**src/hdl/gzhp_pkg.sv**
```systemverilog
// ----------------------------------------------------------------------------
// gzhp_pkg
// Types, codes and helper functions shared by the gzip header parser.
// ----------------------------------------------------------------------------
package gzhp_pkg;

  // header section tags, also used as the parse phase
  typedef enum logic [2:0] {
    SEC_FIXED   = 3'd0,
    SEC_XLEN    = 3'd1,
    SEC_XDATA   = 3'd2,
    SEC_NAME    = 3'd3,
    SEC_COMMENT = 3'd4,
    SEC_HCRC    = 3'd5,
    SEC_PAYLOAD = 3'd6,
    SEC_ERROR   = 3'd7
  } section_t;

  typedef enum logic [2:0] {
    ST_OK        = 3'd0,
    ST_TRUNC     = 3'd1,
    ST_MALFORMED = 3'd2,
    ST_METHOD    = 3'd3,
    ST_CHECKSUM  = 3'd4
  } status_t;

  localparam logic [7:0]  GZ_ID1         = 8'h1F;
  localparam logic [7:0]  GZ_ID2         = 8'h8B;
  localparam logic [7:0]  GZ_CM_DEFLATE  = 8'd8;
  localparam logic [7:0]  GZ_FLG_RSVD    = 8'hE0;
  localparam logic [3:0]  GZ_FIXED_LAST  = 4'd9;
  localparam logic [31:0] CRC_POLY       = 32'hEDB88320;
  localparam logic [31:0] CRC_PRESET     = 32'hFFFFFFFF;

  // flag bit positions inside the 5-bit flag register
  localparam int FLG_HCRC    = 1;
  localparam int FLG_EXTRA   = 2;
  localparam int FLG_NAME    = 3;
  localparam int FLG_COMMENT = 4;

  // reflected crc-32, one byte folded in
  function automatic logic [31:0] crc_byte(input logic [31:0] crc, input logic [7:0] b);
    logic [31:0] c;
    c = crc ^ {24'd0, b};
    for (int k = 0; k < 8; k++) begin
      c = c[0] ? ((c >> 1) ^ CRC_POLY) : (c >> 1);
    end
    return c;
  endfunction

  // section that follows 'from' given the header flags
  function automatic section_t next_section(input section_t from, input logic [4:0] flg);
    section_t s;
    if (from < SEC_XLEN && flg[FLG_EXTRA]) begin
      s = SEC_XLEN;
    end else if (from < SEC_NAME && flg[FLG_NAME]) begin
      s = SEC_NAME;
    end else if (from < SEC_COMMENT && flg[FLG_COMMENT]) begin
      s = SEC_COMMENT;
    end else if (from < SEC_HCRC && flg[FLG_HCRC]) begin
      s = SEC_HCRC;
    end else begin
      s = SEC_PAYLOAD;
    end
    return s;
  endfunction

endpackage

```
**src/hdl/gzip_header_parser.sv**
```systemverilog
// ----------------------------------------------------------------------------
// gzip_header_parser
// Byte-wide gzip (RFC 1952) header parser with section tagging and status.
// ----------------------------------------------------------------------------
// Usage:
//   in_*  : one stream byte per word in in_tdata, in_tlast marks the final
//           byte of a gzip stream.
//   out_* : one result word per input word. out_tuser carries the section
//           tag, out_tdata the passed-through byte plus header_done, status,
//           flags and modification time, out_tlast echoes the stream end.
// The accepted word sits in the input register, then parse logic (byte-wide
// crc-32 and phase update) feeds the result register, which drives the
// result. Throughput is one byte per cycle while the output is not stalled;
// the crc update and the phase logic are both combinational between the two
// registers.
// Reset (rst_n low, synchronous) empties both registers and returns the
// parser to the start of the fixed header. The parser also restarts by
// itself after every byte marked with in_tlast.
// When out_tready is low the result register holds; the input register
// still takes one more word if it is empty, after which in_tready drops until the result
// is taken.
// ----------------------------------------------------------------------------
module gzip_header_parser
  import gzhp_pkg::*;
(
  input  logic        clk,
  input  logic        rst_n,
  input  logic        in_tvalid,
  output logic        in_tready,
  input  logic [7:0]  in_tdata,   // [7:0] in_byte
  input  logic        in_tlast,
  output logic        out_tvalid,
  input  logic        out_tready,
  output logic [55:0] out_tdata,  // [7:0] byte_out, [8] header_done, [11:9] status,
                                  // [16:12] header_flags, [48:17] mod_time, rest zero
  output logic [2:0]  out_tuser,  // [2:0] section
  output logic        out_tlast
);

  // input register
  logic       s1_vld_r;
  logic [7:0] s1_byte_r;
  logic       s1_end_r;

  // result register
  logic       out_vld_r;
  logic [7:0] out_byte_r;
  logic       out_done_r;
  status_t    out_status_r;
  logic [4:0] out_flags_r;
  logic [31:0] out_time_r;
  section_t   out_sec_r;
  logic       out_end_r;

  // parser state
  section_t    phase_r, phase_nxt;
  logic [3:0]  cnt_r, cnt_nxt;
  logic [15:0] xrem_r, xrem_nxt;
  logic [31:0] crc_r, crc_nxt;
  logic [4:0]  flag_r, flag_nxt;
  logic [31:0] time_r, time_nxt;
  logic [7:0]  method_r, method_nxt;
  logic        id_bad_r, id_bad_nxt;
  logic        flg_bad_r, flg_bad_nxt;
  logic [7:0]  crc_lo_r, crc_lo_nxt;
  status_t     err_code_r, err_code_nxt;

  logic        adv;
  logic        go;
  section_t    tgt;
  status_t     err;
  status_t     status;
  logic        done;
  logic [15:0] xlen;
  logic [15:0] xdec;
  logic [7:0]  b;

  assign adv       = !out_vld_r || out_tready;
  assign in_tready = !s1_vld_r || adv;
  assign b         = s1_byte_r;

  always_comb begin
    phase_nxt    = phase_r;
    cnt_nxt      = cnt_r;
    xrem_nxt     = xrem_r;
    crc_nxt      = crc_r;
    flag_nxt     = flag_r;
    time_nxt     = time_r;
    method_nxt   = method_r;
    id_bad_nxt   = id_bad_r;
    flg_bad_nxt  = flg_bad_r;
    crc_lo_nxt   = crc_lo_r;
    err_code_nxt = err_code_r;
    go     = 1'b0;
    tgt    = SEC_PAYLOAD;
    err    = ST_OK;
    status = ST_OK;
    done   = 1'b0;
    xlen   = {b, xrem_r[7:0]};
    xdec   = xrem_r - 16'd1;

    case (phase_r)
      SEC_FIXED: begin
        crc_nxt = crc_byte(crc_r, b);
        case (cnt_r)
          4'd0: id_bad_nxt = (b != GZ_ID1);
          4'd1: if (b != GZ_ID2) id_bad_nxt = 1'b1;
          4'd2: method_nxt = b;
          4'd3: begin
            flag_nxt    = b[4:0];
            flg_bad_nxt = (b & GZ_FLG_RSVD) != 8'd0;
          end
          4'd4: time_nxt = {24'd0, b};
          4'd5: time_nxt = time_r | {16'd0, b, 8'd0};
          4'd6: time_nxt = time_r | {8'd0, b, 16'd0};
          4'd7: time_nxt = time_r | {b, 24'd0};
          default: ;
        endcase
        if (cnt_r >= GZ_FIXED_LAST) begin
          if (id_bad_r || method_r < GZ_CM_DEFLATE || flg_bad_r) begin
            err = ST_MALFORMED;
          end else if (method_r != GZ_CM_DEFLATE) begin
            err = ST_METHOD;
          end else begin
            go  = 1'b1;
            tgt = next_section(SEC_FIXED, flag_r);
          end
        end else begin
          cnt_nxt = cnt_r + 4'd1;
        end
      end
      SEC_XLEN: begin
        crc_nxt = crc_byte(crc_r, b);
        if (cnt_r == 4'd0) begin
          xrem_nxt = {8'd0, b};
          cnt_nxt  = 4'd1;
        end else begin
          xrem_nxt = xlen;
          go       = 1'b1;
          tgt      = (xlen == 16'd0) ? next_section(SEC_XDATA, flag_r) : SEC_XDATA;
        end
      end
      SEC_XDATA: begin
        crc_nxt  = crc_byte(crc_r, b);
        xrem_nxt = xdec;
        if (xdec == 16'd0) begin
          go  = 1'b1;
          tgt = next_section(SEC_XDATA, flag_r);
        end
      end
      SEC_NAME, SEC_COMMENT: begin
        crc_nxt = crc_byte(crc_r, b);
        if (b == 8'd0) begin
          go  = 1'b1;
          tgt = next_section(phase_r, flag_r);
        end
      end
      SEC_HCRC: begin
        if (cnt_r == 4'd0) begin
          crc_lo_nxt = b;
          cnt_nxt    = 4'd1;
        end else if (~crc_r[15:0] != {b, crc_lo_r}) begin
          err = ST_CHECKSUM;
        end else begin
          go  = 1'b1;
          tgt = SEC_PAYLOAD;
        end
      end
      default: ;
    endcase

    if (go) begin
      phase_nxt = tgt;
      cnt_nxt   = 4'd0;
      done      = (tgt == SEC_PAYLOAD);
    end

    if (phase_r == SEC_ERROR) begin
      status = err_code_r;
    end else if (err != ST_OK) begin
      err_code_nxt = err;
      phase_nxt    = SEC_ERROR;
      status       = err;
    end else if (s1_end_r && phase_nxt < SEC_PAYLOAD) begin
      // stream ended inside the header
      err_code_nxt = ST_TRUNC;
      status       = ST_TRUNC;
    end
  end

  always_ff @(posedge clk) begin
    if (!rst_n) begin
      s1_vld_r   <= 1'b0;
      out_vld_r  <= 1'b0;
      phase_r    <= SEC_FIXED;
      cnt_r      <= 4'd0;
      xrem_r     <= 16'd0;
      crc_r      <= CRC_PRESET;
      flag_r     <= 5'd0;
      time_r     <= 32'd0;
      method_r   <= 8'd0;
      id_bad_r   <= 1'b0;
      flg_bad_r  <= 1'b0;
      crc_lo_r   <= 8'd0;
      err_code_r <= ST_OK;
    end else begin
      if (in_tready) begin
        s1_vld_r <= in_tvalid;
      end
      if (adv) begin
        out_vld_r <= s1_vld_r;
      end
      if (adv && s1_vld_r) begin
        if (s1_end_r) begin
          // restart for the next stream
          phase_r    <= SEC_FIXED;
          cnt_r      <= 4'd0;
          xrem_r     <= 16'd0;
          crc_r      <= CRC_PRESET;
          flag_r     <= 5'd0;
          time_r     <= 32'd0;
          method_r   <= 8'd0;
          id_bad_r   <= 1'b0;
          flg_bad_r  <= 1'b0;
          crc_lo_r   <= 8'd0;
          err_code_r <= ST_OK;
        end else begin
          phase_r    <= phase_nxt;
          cnt_r      <= cnt_nxt;
          xrem_r     <= xrem_nxt;
          crc_r      <= crc_nxt;
          flag_r     <= flag_nxt;
          time_r     <= time_nxt;
          method_r   <= method_nxt;
          id_bad_r   <= id_bad_nxt;
          flg_bad_r  <= flg_bad_nxt;
          crc_lo_r   <= crc_lo_nxt;
          err_code_r <= err_code_nxt;
        end
      end
    end
  end

  // payload registers
  always_ff @(posedge clk) begin
    if (in_tready && in_tvalid) begin
      s1_byte_r <= in_tdata;
      s1_end_r  <= in_tlast;
    end
    if (adv && s1_vld_r) begin
      out_byte_r   <= s1_byte_r;
      out_done_r   <= done;
      out_status_r <= status;
      out_flags_r  <= flag_nxt;
      out_time_r   <= time_nxt;
      out_sec_r    <= phase_r;
      out_end_r    <= s1_end_r;
    end
  end

  assign out_tvalid = out_vld_r;
  assign out_tdata  = {7'd0, out_time_r, out_flags_r, out_status_r, out_done_r, out_byte_r};
  assign out_tuser  = out_sec_r;
  assign out_tlast  = out_end_r;

endmodule
```
**config.mk**
```make
export PLATFORM = sky130hd
export DESIGN_NAME = gzip_header_parser
export DESIGN_NICKNAME = d
export VERILOG_FILES = /design/src/hdl/gzhp_pkg.sv /design/src/hdl/gzip_header_parser.sv
export SDC_FILE = /design/constraint.sdc
export NUM_CORES = 1
export LEC_CHECK = 0
export BUFFER_PORTS_ARGS = -buffer_cell sky130_fd_sc_hd__buf_4
export CAP_MARGIN = 15
export CORE_UTILIZATION = 50
export CTS_CLUSTER_SIZE = 10
export DETAILED_ROUTE_END_ITERATION = 10
export PLACE_DENSITY_LB_ADDON = 0.15
export SKIP_LAST_GASP = 1
export SLEW_MARGIN = 40
export SYNTH_ARGS = -nofsm -noshare
export SYNTH_HDL_FRONTEND = slang
export SYNTH_SLANG_ARGS = --single-unit
```
**constraint.sdc**
```tcl
create_clock -name clk -period 4.2 [get_ports clk]
set_clock_uncertainty 0.15 [all_clocks]
set_input_delay 0.21 -clock clk [delete_from_list [all_inputs] [get_ports clk]]
set_output_delay 0.21 -clock clk [all_outputs]
set_load 0.005 [all_outputs]
```
After elaboration in Yosys (flattened, before gate mapping)
Cells that the tools add are included.
- $add $sub $neg: 2
- magnitude comparators: 7
- eq/ne operators: 23
- mux-type cells: 79
- bitwise operators: 13
- reductions and logical operators: 42
- operators by type and width (kind ; count):
    $mux W32 ; 12
    $pmux W32 S4 ; 1
    $not A13 Y14 ; 8
    $mux W3 ; 23
    $mux W8 ; 6
    $logic_not A16 Y1 ; 2
    $mux W16 ; 2
    $or A32 B16 Y32 ; 1
    $or A32 B24 Y32 ; 1
    $or A32 B32 Y32 ; 1
    $pmux W16 S2 ; 1
    $xor A32 B8 Y32 ; 1
    $eq A4 B3 Y1 const B ; 4
    $mux W4 ; 4
    $ne A16 B16 Y1 ; 1
    $not A16 Y16 ; 1
    $sub A16 B1 Y16 const B ; 1
    $mux W1 ; 15
    $mux W5 ; 3
    $reduce_and A3 Y1 ; 5
    $mux W2 ; 7
    $eq A3 B3 Y1 const B ; 4
    $pmux W3 S4 ; 1
    $reduce_bool A2 Y1 ; 6
    34 further kinds ; 55
- bits in registers: 177
- input bits: 13
- output and inout port bits: 62
- logic and storage cells: 189

Longest topological paths before layout
Gate-level depths: netlist of the first run.
- word-level depth: 19
- depth in mapped cells: 10
- gate-level depth less buffers: 9

Worst setup path after synthesis of the first run
No wires, ideal clock.
- kind: reg-to-reg
- start: register out_vld_r, in the netlist out_tvalid
- end: register time_r[5]
- library setup time: 0.065 ns
- arrival: 3.141 ns
- data required time: 3.985 ns
- slack: 0.843 ns
- stages on the path, launching flop included: 9
- path buffers: 2
- period minus slack after synthesis: 3.357 ns
- cell sequence: dfxtp_1 -> nor2b_1 -> nand2b_1 -> buf_2 -> clkinv_1 -> o21ai_1 -> clkbuf_1 -> a22oi_1 -> nor2b_1
- word-level cells in the longest chain between the ends: 3
- RTL lines (element ; line ; text):
    start, declared ; gzip_header_parser.sv:46 ; logic out_vld_r;
    start signal, assigned ; gzip_header_parser.sv:211 ; out_vld_r <= s1_vld_r;
    $logic_not A1 Y1 ; gzip_header_parser.sv:78 ; assign adv = !out_vld_r || out_tready;
    $logic_or A1 B1 Y1 ; gzip_header_parser.sv:78 ;
    $logic_and A1 B1 Y1 ; gzip_header_parser.sv:213 ; if (adv && s1_vld_r) begin
    end signal, assigned ; gzip_header_parser.sv:233 ; time_r <= time_nxt;
    end, declared ; gzip_header_parser.sv:61 ; logic [31:0] time_r, time_nxt;
No other way between the ends.
A chain may end at the register's enable or synchronous reset.

Final worst setup path of the first run
- start: register xrem_r[1]
- end: register out_status_r[0], data pin
- word-level cells in the longest chain between the ends: 10
- elaborated cells between the ends (all ways): 15
- those cells by class: add/sub: 1; order compare: 1; mux: 10; reduce/logical: 3
- RTL lines (element ; line ; text):
    start, declared ; gzip_header_parser.sv:58 ; logic [15:0] xrem_r, xrem_nxt;
    start signal, assigned ; gzip_header_parser.sv:230 ; xrem_r <= xrem_nxt;
    $sub A16 B1 Y16 or $logic_not A16 Y1 (tied branches) ; gzip_header_parser.sv:100, gzip_header_parser.sv:140 ;
    $logic_not A16 Y1 or $mux W3 (tied branches) ; gzip_header_parser.sv:146, gzip_header_parser.sv:140 ;
    $mux W1 (tied with other cells) ; gzip_header_parser.sv:146 ; if (xdec == 16'd0) begin
    $pmux W1 S5 or $pmux W3 S4 (tied branches) ; gzip_header_parser.sv:102 ; case (phase_r)
    $mux W3 * ; gzip_header_parser.sv:172 ; if (go) begin
    $lt A3 B3 Y1 * ; gzip_header_parser.sv:184 ; end else if (s1_end_r && phase_nxt < SEC_PAYLOAD) begin
    $logic_and A1 B1 Y1 * ; gzip_header_parser.sv:184 ;
    $mux W1 * ; gzip_header_parser.sv:184 ;
    $mux W3 * ; gzip_header_parser.sv:180 ; end else if (err != ST_OK) begin
    $mux W3 * ; gzip_header_parser.sv:178 ; if (phase_r == SEC_ERROR) begin
    net status[0] ; gzip_header_parser.sv:72 ; status_t status;
    end signal, assigned ; gzip_header_parser.sv:253 ; out_status_r <= status;
    end, declared ; gzip_header_parser.sv:49 ; status_t out_status_r;
Mark *: on every way through the listed nets, which the timed path passes. The rest lies on a longest branch.

==> summary.txt, run 1 <==
Power
  • Pleak: between 0.003 and 0.004 uW
  • Pwr per Cell Area: 398 nW/um^2
  • Worst vdd ir: 294 uV

STA
  • Slew Limit Fails: 0
  • RSZ-0062 raised after global routing: no
  • Slew margin rel.: approximately two fifths
  • Period minus WS final: 2.97 ns
  • Final Hold Slack: about 0.15 ns
  • Worst Tran Pin Value: 0.895 ns
  • Fin crit share: 70.6%
  • Final TNS setup: 0 ns
  • Final setup vio count: 0
  • Max Clock Freq: roughly 0.34 GHz
  • Final Hold Fails: 0

Finish
  • Final Core Density: slightly below 60%
  • N_diodes: 0
  • Layout cell share with drive strength beyond 1: about 17%
  • Final nets: around 930
  • Syn-to-layout area delta: 15.0%
  • Non-filler instance count after layout: about 1100
  • Final instance area: 10200 um^2

Place
  • Port bufs: between 60 and 70
  • Post-DP HPWL: between 10000 and 15000 um
  • Gp weighted congestion: between 0.9 and 1
  • Cells after DPL: 1102
  • Placement Cell Area: approximately 9500 um^2

Drt
  • Routed WL: ~22000 um
  • Drt drc: 0
  • Number of DRC markers in iteration 0: between 400 and 500
  • Post-route ant nets: 0
  • Vias per cell: ~6
  • Vias post-DR: 6709
  • TritonRoute pass-1 iters: 5
  • Avg WL per Cell: between 15 and 20 um

Setup path
  • Reg-to-reg startpoint: xrem_r[1]
  • FF-to-FF path depth: 9
  • Worst setup EP type: flip-flop
  • CP Data Arrival Time: 2.98 ns
  • CP Launch Type: flip-flop
  • CP Launch Point: xrem_r[1]
  • FF-to-FF End: out_status_r[0]
  • CP Data Required Time: 4.21 ns
  • Flop2flop setup slack: approximately 1.2 ns
  • Critical path type: flip-flop to flip-flop
  • CP max FO: 8

Global route
  • Number of global-route vias before repair: around 6500
  • GRT busiest layer: met2
  • M3 GR Usage: under 10%
  • Initial antenna violation count: 0
  • First-pass GRT wire length: around 35000 um
  • Largest net degree at the start of global routing: 120
  • Total gr overflow: 0
  • Met2 usage in global routing: between 40% and 50%
  • Routing usage on met1: 31.4%
  • Total GRT Usage: 24.4%

Floorplan
  • Die area: ~18000 um^2
  • Initial core utilization: about 51%
  • IO Pins: 75
  • Core Region: around 17000 um^2
  • Die H: around 140 um
  • Row count: between 40 and 50
  • Die W: between 100 and 150 um

Clock tree
  • CTS Sinks: around 180
  • Clock root buffer: clkbuf_16
  • # Post-CTS Setup Buffers: 0
  • CTS Buf Count: 17
  • Clk Latency, worst-skew pair: between 0.4 and 0.5 ns
  • Hold_buf cts: 12
  • Clock-pin slew on the worst setup and hold paths: 0.07 ns
  • TritonCTS clock tree: yes
  • Clock Tree Buf Depth: 2
  • Post_cts resized: 0
  • CTS H-tree depth: 4

Yosys
  • Post-synth EDFFs: just over 60
  • Gate Count Post-Synth: 860
  • Sequential share of the synthesized area: between 40% and 50%
  • Post-synth top flop: dfxtp_1
  • Syn. warnings: 0
  • Synth unique cells: 79
  • Mapped cell area: roughly 8900 um^2
  • Flop and latch count out of synthesis: around 180
  • Avg Synthesized Cell Area: slightly above 10 um^2
  • Post-synth ARST share: 0%

Min path
  • Hold wc startpoint: rst_n
  • Worst Hold Path EP: crc_r[9]
  • Worst Hold Depth: 2
  • Worst Hold Class: input port to flip-flop

Status
  • Run status: finished, final reports clean

Run
  • Max-cap viol count: 0
==> report_power, final <==
part	switching [uW]	internal (uW)	total, uW
registers	56.8	1820	1880
logic	320	291	611
clock network	692	888	1580
==> stage by stage <==
| step | setup WS [ns] | power, uW |
|---|---|---|
| after floorplan | 0.843 | 2370 |
| after global placement | 1.31 | 2500 |
| after detailed placement | 1.28 | 2520 |
| after CTS | 1.27 | 4100 |
| after global routing | 1.04 | 4210 |
| final | 1.23 | 4070 |
==> sequential cells by signal (all words and copies together), names as in the netlist, 3 cells and up <==
signal        count
time_r           32
method_r          8
out_time_r       32
out_flags_r       5
crc_lo_r          8
b                 8
out_status_r      3
cnt_r             4
phase_r           3
err_code_r        3
flag_r            5
crc_r            32
out_tuser         3
out_byte_r        8
xrem_r           16
==> layout by cell type (no fill, tap or decap), drive strengths merged, types with 4 or more instances in the layout <==
cell / instances
nand3: 16
xor2: 33
ha: 6
buf: 78
clkbuf: 19
o22ai: 32
a22oi: 52
nor3b: 4
clkinv: 4
a21oi: 20
nor3: 11
inv: 16
mux2: 5
nand4: 15
nor4: 10
edfxtp: 62
nor2: 33
conb: 7
dlygate4sd3: 12
o21ai: 29
and2: 10
xnor2: 68
nand2: 64
and3: 5
dfxtp: 115
a22o: 30
nor2b: 84
nand2b: 5
mux2i: 17
a211oi: 4
o211ai: 5
==> worst max path at each step <==
stage                            to  slack [ns]  cells after the start
floorplan                 time_r[5]        0.84                      8
global placement    out_status_r[0]        1.31                      9
detailed placement  out_status_r[0]        1.28                      9
CTS                 out_status_r[0]        1.27                      9
global route        out_status_r[0]        1.04                      9
finish              out_status_r[0]        1.23                      9
==> Yosys cell counts (all sizes together), types with 4 or more instances <==
| cell type | number | area [um^2] |
|---|---|---|
| edfxtp | 62 | 1860 |
| mux2i | 17 | 170 |
| nor3 | 11 | 65.1 |
| a22o | 30 | 263 |
| o211ai | 5 | 42.5 |
| nand2b | 5 | 31.3 |
| nor2 | 33 | 124 |
| a22oi | 52 | 390 |
| xor2 | 33 | 297 |
| dfxtp | 115 | 2300 |
| nand2 | 64 | 240 |
| a211oi | 4 | 40.0 |
| nor2b | 84 | 526 |
| and3 | 5 | 31.3 |
| xnor2 | 68 | 742 |
| nor4 | 10 | 126 |
| buf | 23 | 153 |
| nor3b | 4 | 35.0 |
| mux2 | 5 | 56.3 |
| and2 | 10 | 62.6 |
| a21oi | 20 | 108 |
| ha | 6 | 75.1 |
| o21ai | 29 | 145 |
| nand3 | 16 | 85.1 |
| inv | 9 | 33.8 |
| nand4 | 15 | 93.8 |
| clkbuf | 43 | 164 |
| o22ai | 32 | 200 |
==> area by class of cell <==
| type | count | area, um^2 |
|---|---|---|
| tap | 225 | 282 |
| sequential | 177 | 4160 |
| inverter | 10 | 37.5 |
| clock inverter | 13 | 145 |
| clock buffer | 19 | 433 |
| fill | 1498 | 7080 |
| timing repair buffer | 90 | 732 |
| multi-input combinational | 613 | 4430 |
==> critical path, cell delays in order, from the launching register on <==
cell and delay [ns]:
dfxtp_1 0.37, inv_1 0.11, ha_1 0.18, nor3b_2 0.53, nand3_1 0.16, xor2_1 0.27, nand4_1 0.18, or3_4 0.38
a211oi_2 0.27, o211ai_1 0.12
==> cells by family after synthesis <==
| kind of cell | share of synthesized area, % |
|---|---|
| muxes | 2.55 |
| xor gates and xnor gates | 11.7 |
| and+or+nand+nor | 17.6 |
| AOI/OAI and AO/OA | 16.4 |
| buffers and inverters | 3.99 |
| other | 0.0422 |
| adders and majority gates | 0.845 |
| DFF | 46.9 |
==> layer usage <==
layer  up-vias  part of all wire (%)
met5         -                     0
met4         0                   2.0
met3        31                   4.3
met2       193                    49
met1      3302                    45
li1       3183                     -
(Power assumes the default switching activity.)
==> run 2, diff against run 1 <==
clock period = 2.65 ns   (was 4.2 ns; I/O delays follow)
==> run 2 against run 1 <==
Power grew 62%; cell area grew 5.8%; die area is the same; cell count grew 5.9%; sequential share of layout area shrank 2.1 points; non-clock buffer count grew 68; largest cell class unchanged.
==> summary.txt, run 2 (synthesized netlist as in run 1, its figures left out) <==
Status
  • Run status: finished, final reports clean

Drt
  • Vias post-DR: about 7000
  • TritonRoute pass-1 iters: 5
  • Drt drc: 0
  • Routed WL: about 23000 um
  • Avg WL per Cell: between 15 and 20 um
  • Post-route ant nets: 0
  • Vias per cell: between 5 and 6
  • Number of DRC markers in iteration 0: about 500

Setup path
  • CP max FO: 4
  • CP Data Required Time: about 2.8 ns
  • Critical path type: flip-flop to flip-flop
  • CP Launch Type: flip-flop
  • Worst setup EP type: flip-flop
  • Slowest CP cell: or4_4
  • Worst path cell trace: buf_4 > buf_4 > or4_4 > nor2_1 > xnor2_1 > nand4_1 > o211a_1 > a21oi_1 > and3b_1
  • Flop2flop setup slack: between 0.02 and 0.025 ns
  • CP Data Arrival Time: around 2.8 ns
  • Slowest stage delay, CP: between 0.5 and 0.6 ns
  • Cell mode on critical path: buf_4

Power
  • Pleak: ~0.0041 uW
  • Total Power: ~6600 uW
  • Pwr per Cell Area: 610 nW/um^2
  • Worst vdd ir: ~440 uV

STA
  • Period minus WS final: between 2 and 3 ns
  • Worst Tran Pin Value: just under 0.7 ns
  • Slew Limit Fails: 0
  • RSZ-0062 raised after global routing: yes
  • Final setup vio count: 0
  • Max Clock Freq: 0.381 GHz
  • Fin crit share: 99.1%
  • Final TNS setup: 0 ns
  • Slew margin rel.: a little over half
  • Final Hold Slack: 0.0420 ns
  • Final Hold Fails: 0

Finish
  • Final nets: 996
  • Layout cell share with drive strength beyond 1: 24.2%
  • Area of the multi-input gates: around 4500 um^2
  • Final Core Density: 62.5%
  • N_diodes: 0
  • Syn-to-layout area delta: 21.7%
  • Register area: ~4200 um^2
  • Most frequent cells in the layout: 145 x buf_4, 111 x dfxtp_1, 84 x nor2b_1
  • Most common cell after layout, fill and taps aside: buf_4
  • Final instance area: about 11000 um^2
  • Top Registers: crc_r (32), out_time_r (32), time_r (32)
  • # fillers: about 1400

Global route
  • Initial antenna violation count: 0
  • Number of global-route vias before repair: ~7000
  • Total GRT Usage: 25.5%
  • First-pass GRT wire length: between 30000 and 40000 um
  • Largest net degree at the start of global routing: between 70 and 80
  • Total gr overflow: 0

Floorplan
  • Initial core utilization: between 50% and 60%
  • Die area: approximately 18000 um^2
  • Row count: 48
  • IO Pins: 75
  • Core Region: ~17000 um^2
  • Die H: between 100 and 150 um
  • Die W: approximately 140 um

Clock tree
  • Clock root buffer: clkbuf_16
  • CTS Buf Count: 17
  • Clk Latency, worst-skew pair: between 0.4 and 0.5 ns
  • Clock-pin slew on the worst setup and hold paths: 0.07 ns
  • TritonCTS clock tree: yes
  • CTS H-tree depth: 4
  • CTS Sinks: around 180
  • Clock Tree Buf Depth: 2

Place
  • Port bufs: 67
  • Gp weighted congestion: a little under 1
  • Placement Cell Area: approximately 9900 um^2
  • Post-DP HPWL: 15400 um

Min path
  • Worst Hold Class: input port to flip-flop

Run
  • Max-cap viol count: 0
-- run 2: worst paths after layout --
check | from | end | cells past startpoint
worst max register to register | xrem_r[0] | cnt_r[0] | 9
worst min register to register | crc_r[19] | crc_r[19] | 2
worst max-delay path | xrem_r[0] | cnt_r[0] | 9
worst min-delay path | rst_n | crc_r[2] | 2
-- run 2: timing repair --
| item | CTS | global route |
|---|---|---|
| hold buffers | 12 | 0 |
| gates resized for setup | 7 | 17 |
| endpoints found under the hold margin | 11 | 0 |
| buffers inserted | 4 | 5 |
| pin swaps | 5 | 12 |
| endpoints found under the setup margin | 2 | 11 |
-- run 2: metal layers --
layer	GRT usage [%]	wire length [um]
met1	32.5	9940
met2	43.1	11200
met3	3.82	959
met4	10.2	595
met5	0	0
-- run 2: critical path, delay by kind of cell (launching register included) --
family | cells | cell delay [ns]
xor gates and xnor gates | 1 | 0.16
and+or+nand+nor | 4 | 1.10
DFF | 1 | 0.37
buffers and inverters | 2 | 0.28
AOI/OAI and AO/OA | 2 | 0.46
-- run 2: through the flow --
step / std cells / worst slack, ns
2_1_floorplan: 866 / 0.0351
3_3_place_gp: 1163 / -0.0350
3_5_place_dp: 1163 / -0.103
4_1_cts: 1211 / 0.0103
5_1_grt: 1215 / -0.0908
6_report: 1215 / 0.0228
-- run 2: report_power, final --
group / internal [uW] / switching, uW / leakage [uW]
Sequential: 2890 / 71.6 / 0.00153
Combinational: 522 / 544 / 0.00223
Clock: 1420 / 1150 / 0.000294
-- run 2: layout make-up --
class	count	share of cell area (%)
multi-input cells	613	41.5
well taps	225	2.60
inverters	10	0.405
repair buffers	158	11.4
clock inverters	15	1.59
flip-flops and latches	177	38.6
clock buffers	17	3.93
==> run 3, diff against run 2 <==
==> constraint.sdc (replaced) <==
create_clock -name clk -period 2.65 [get_ports clk]
set_clock_uncertainty 0.15 [all_clocks]
set_input_delay 0.6625 -clock clk [delete_from_list [all_inputs] [get_ports clk]]
set_output_delay 0.6625 -clock clk [all_outputs]
set_load 0.005 [all_outputs]
==> run 3 against run 2 <==
The run now ends with setup timing left; sequential power barely moved; first-iteration DRC count fell by 10%; hold slack improved by 0.22 ns; global-route usage rose by 0.15 points; via count fell by 1.7%; clock-buffer cell count rose by 1; critical path depth rose by 2; sequential cell count did not move; clock power fell by 5%; fmax fell by 1.9%; utilization fell by 0.59 points; power fell by 2.0%; largest cell class unchanged.
==> summary.txt, run 3 (synthesized netlist as in run 1, its figures left out) <==
Setup path
  • Flop2flop setup slack: -0.03 ns
  • Worst setup EP type: flip-flop
  • CP Data Arrival Time: ~2.9 ns
  • CP Launch Type: flip-flop
  • Reg-to-reg startpoint: xrem_r[0]
  • CP Launch Point: xrem_r[0]
  • CP Data Required Time: about 2.8 ns
  • CP max FO: 5
  • Critical path type: flip-flop to flip-flop

Power
  • Pwr per Cell Area: just over 600 nW/um^2
  • Worst vdd ir: 426 uV
  • Pleak: ~0.0040 uW
  • Total Power: roughly 6500 uW

Run
  • Max-cap viol count: 0

Drt
  • Number of DRC markers in iteration 0: between 400 and 500
  • Highest routed layer: met4
  • Vias per cell: roughly 5.7
  • Drt drc: 0
  • Routed wl met2: roughly 12000 um
  • Routed WL: around 23000 um
  • Avg WL per Cell: ~19 um
  • Post-route ant nets: 0
  • Vias post-DR: roughly 6900
  • TritonRoute pass-1 iters: 5
  • Metal3 WL: 682 um
  • WL met1: roughly 10000 um

Finish
  • Final nets: around 1000
  • Layout cell share with drive strength beyond 1: 24.7%
  • Syn-to-layout area delta: 20.6%
  • Most frequent cells in the layout: 146 x buf_4, 111 x dfxtp_1, 84 x nor2b_1
  • N_diodes: 0
  • Non-filler instance count after layout: 1207
  • Final instance area: between 10000 and 15000 um^2
  • Final Core Density: slightly above 60%
  • Top Registers: crc_r (32), out_time_r (32), time_r (32)
  • Most common cell after layout, fill and taps aside: buf_4

Global route
  • Total GRT Usage: 25.6%
  • Initial antenna violation count: 0
  • Number of global-route vias before repair: between 6000 and 7000
  • Total gr overflow: 0
  • First-pass GRT wire length: between 30000 and 40000 um
  • Largest net degree at the start of global routing: 73

STA
  • Max Clock Freq: ~0.37 GHz
  • Fin crit share: 101%
  • RSZ-0062 raised after global routing: yes
  • Final setup vio count: 1
  • Slew margin rel.: 45.6%
  • Period minus WS final: ~2.7 ns
  • Worst Tran Pin Value: 0.813 ns
  • Final TNS setup: -0.0284 ns
  • Slew Limit Fails: 0
  • Final Hold Fails: 0
  • Fin worst setup slack: -0.0284 ns

Floorplan
  • Initial core utilization: between 50 and 60%
  • Die H: ~140 um
  • Core Region: around 17000 um^2
  • Die W: ~140 um
  • Row count: 48
  • IO Pins: 75
  • Die area: 18300 um^2

Clock tree
  • CTS H-tree depth: 4
  • Clock root buffer: clkbuf_16
  • TritonCTS clock tree: yes
  • Clk Latency, worst-skew pair: around 0.43 ns
  • Clock Tree Buf Depth: 2
  • CTS Sinks: between 150 and 200
  • CTS Buf Count: 17
  • Clock-pin slew on the worst setup and hold paths: ~0.070 ns

Place
  • Post-DP HPWL: 15900 um
  • Cells after DPL: 1163
  • Gp weighted congestion: 0.888
  • Placement Cell Area: slightly below 10000 um^2
  • Port bufs: 67

Min path
  • Worst Hold Class: input port to flip-flop
  • Hold wc startpoint: in_tlast

Status
  • Run status: finished with violations
  • Failing checks: setup timing
-- run 3: where the power goes --
part | internal [uW] | switching, uW | leakage, uW | total (uW)
registers | 2890 | 73.4 | 0.00153 | 2960
clock network | 1270 | 1170 | 0.000279 | 2440
logic | 518 | 540 | 0.00219 | 1060
-- run 3: final cells by class --
type                    instances  area [um^2]
inverters                      10         42.5
repair buffers                150         1150
clock buffers                  18          439
multi-input cells             613         4490
clock inverters                14          139
fillers                      1437         6590
flip-flops and latches        177         4170
well taps                     225          282
-- run 3: worst max-delay path, stage by stage, from the launching register on --
cell      delay, ns
dfxtp_2        0.34
buf_6          0.12
nor4_4         0.42
buf_4          0.20
nand4b_1       0.15
o311ai_4       0.14
nand3_2        0.14
buf_6          0.16
nor4b_4        0.28
a211oi_4       0.08
buf_4          0.14
o311a_1        0.27
-- run 3: timing repair --
item                                   CTS  global route
buffers inserted                         4             8
setup endpoints to repair                2            24
gates resized for setup                  3            19
hold buffers                             0             0
endpoints found under the hold margin    0             0
cloned                                   0             0
pin swaps                                7            13
-- run 3: per-stage QoR --
step | setup slack, ns | hold slack [ns]
finish | -0.0284 | 0.257
global route | -0.141 | 0.231
CTS | 0.000978 | 0.235
detailed placement | -0.0692 | 0.350
global placement | 0.0132 | 0.339
floorplan | 0.0613 | 0.270
-- run 3: final timing paths --
check	cells after the start	end
hold reg to reg	2	crc_r[21]
hold / removal	1	s1_end_r
setup reg to reg	11	phase_r[2]
setup / recovery	11	phase_r[2]
-- run 3: metal layers --
layer / vias to the layer above / track usage, %
met5: - / 0
met4: 0 / 10.4
met3: 23 / 3.70
met2: 181 / 44.6
met1: 3381 / 31.7
li1: 3316 / -
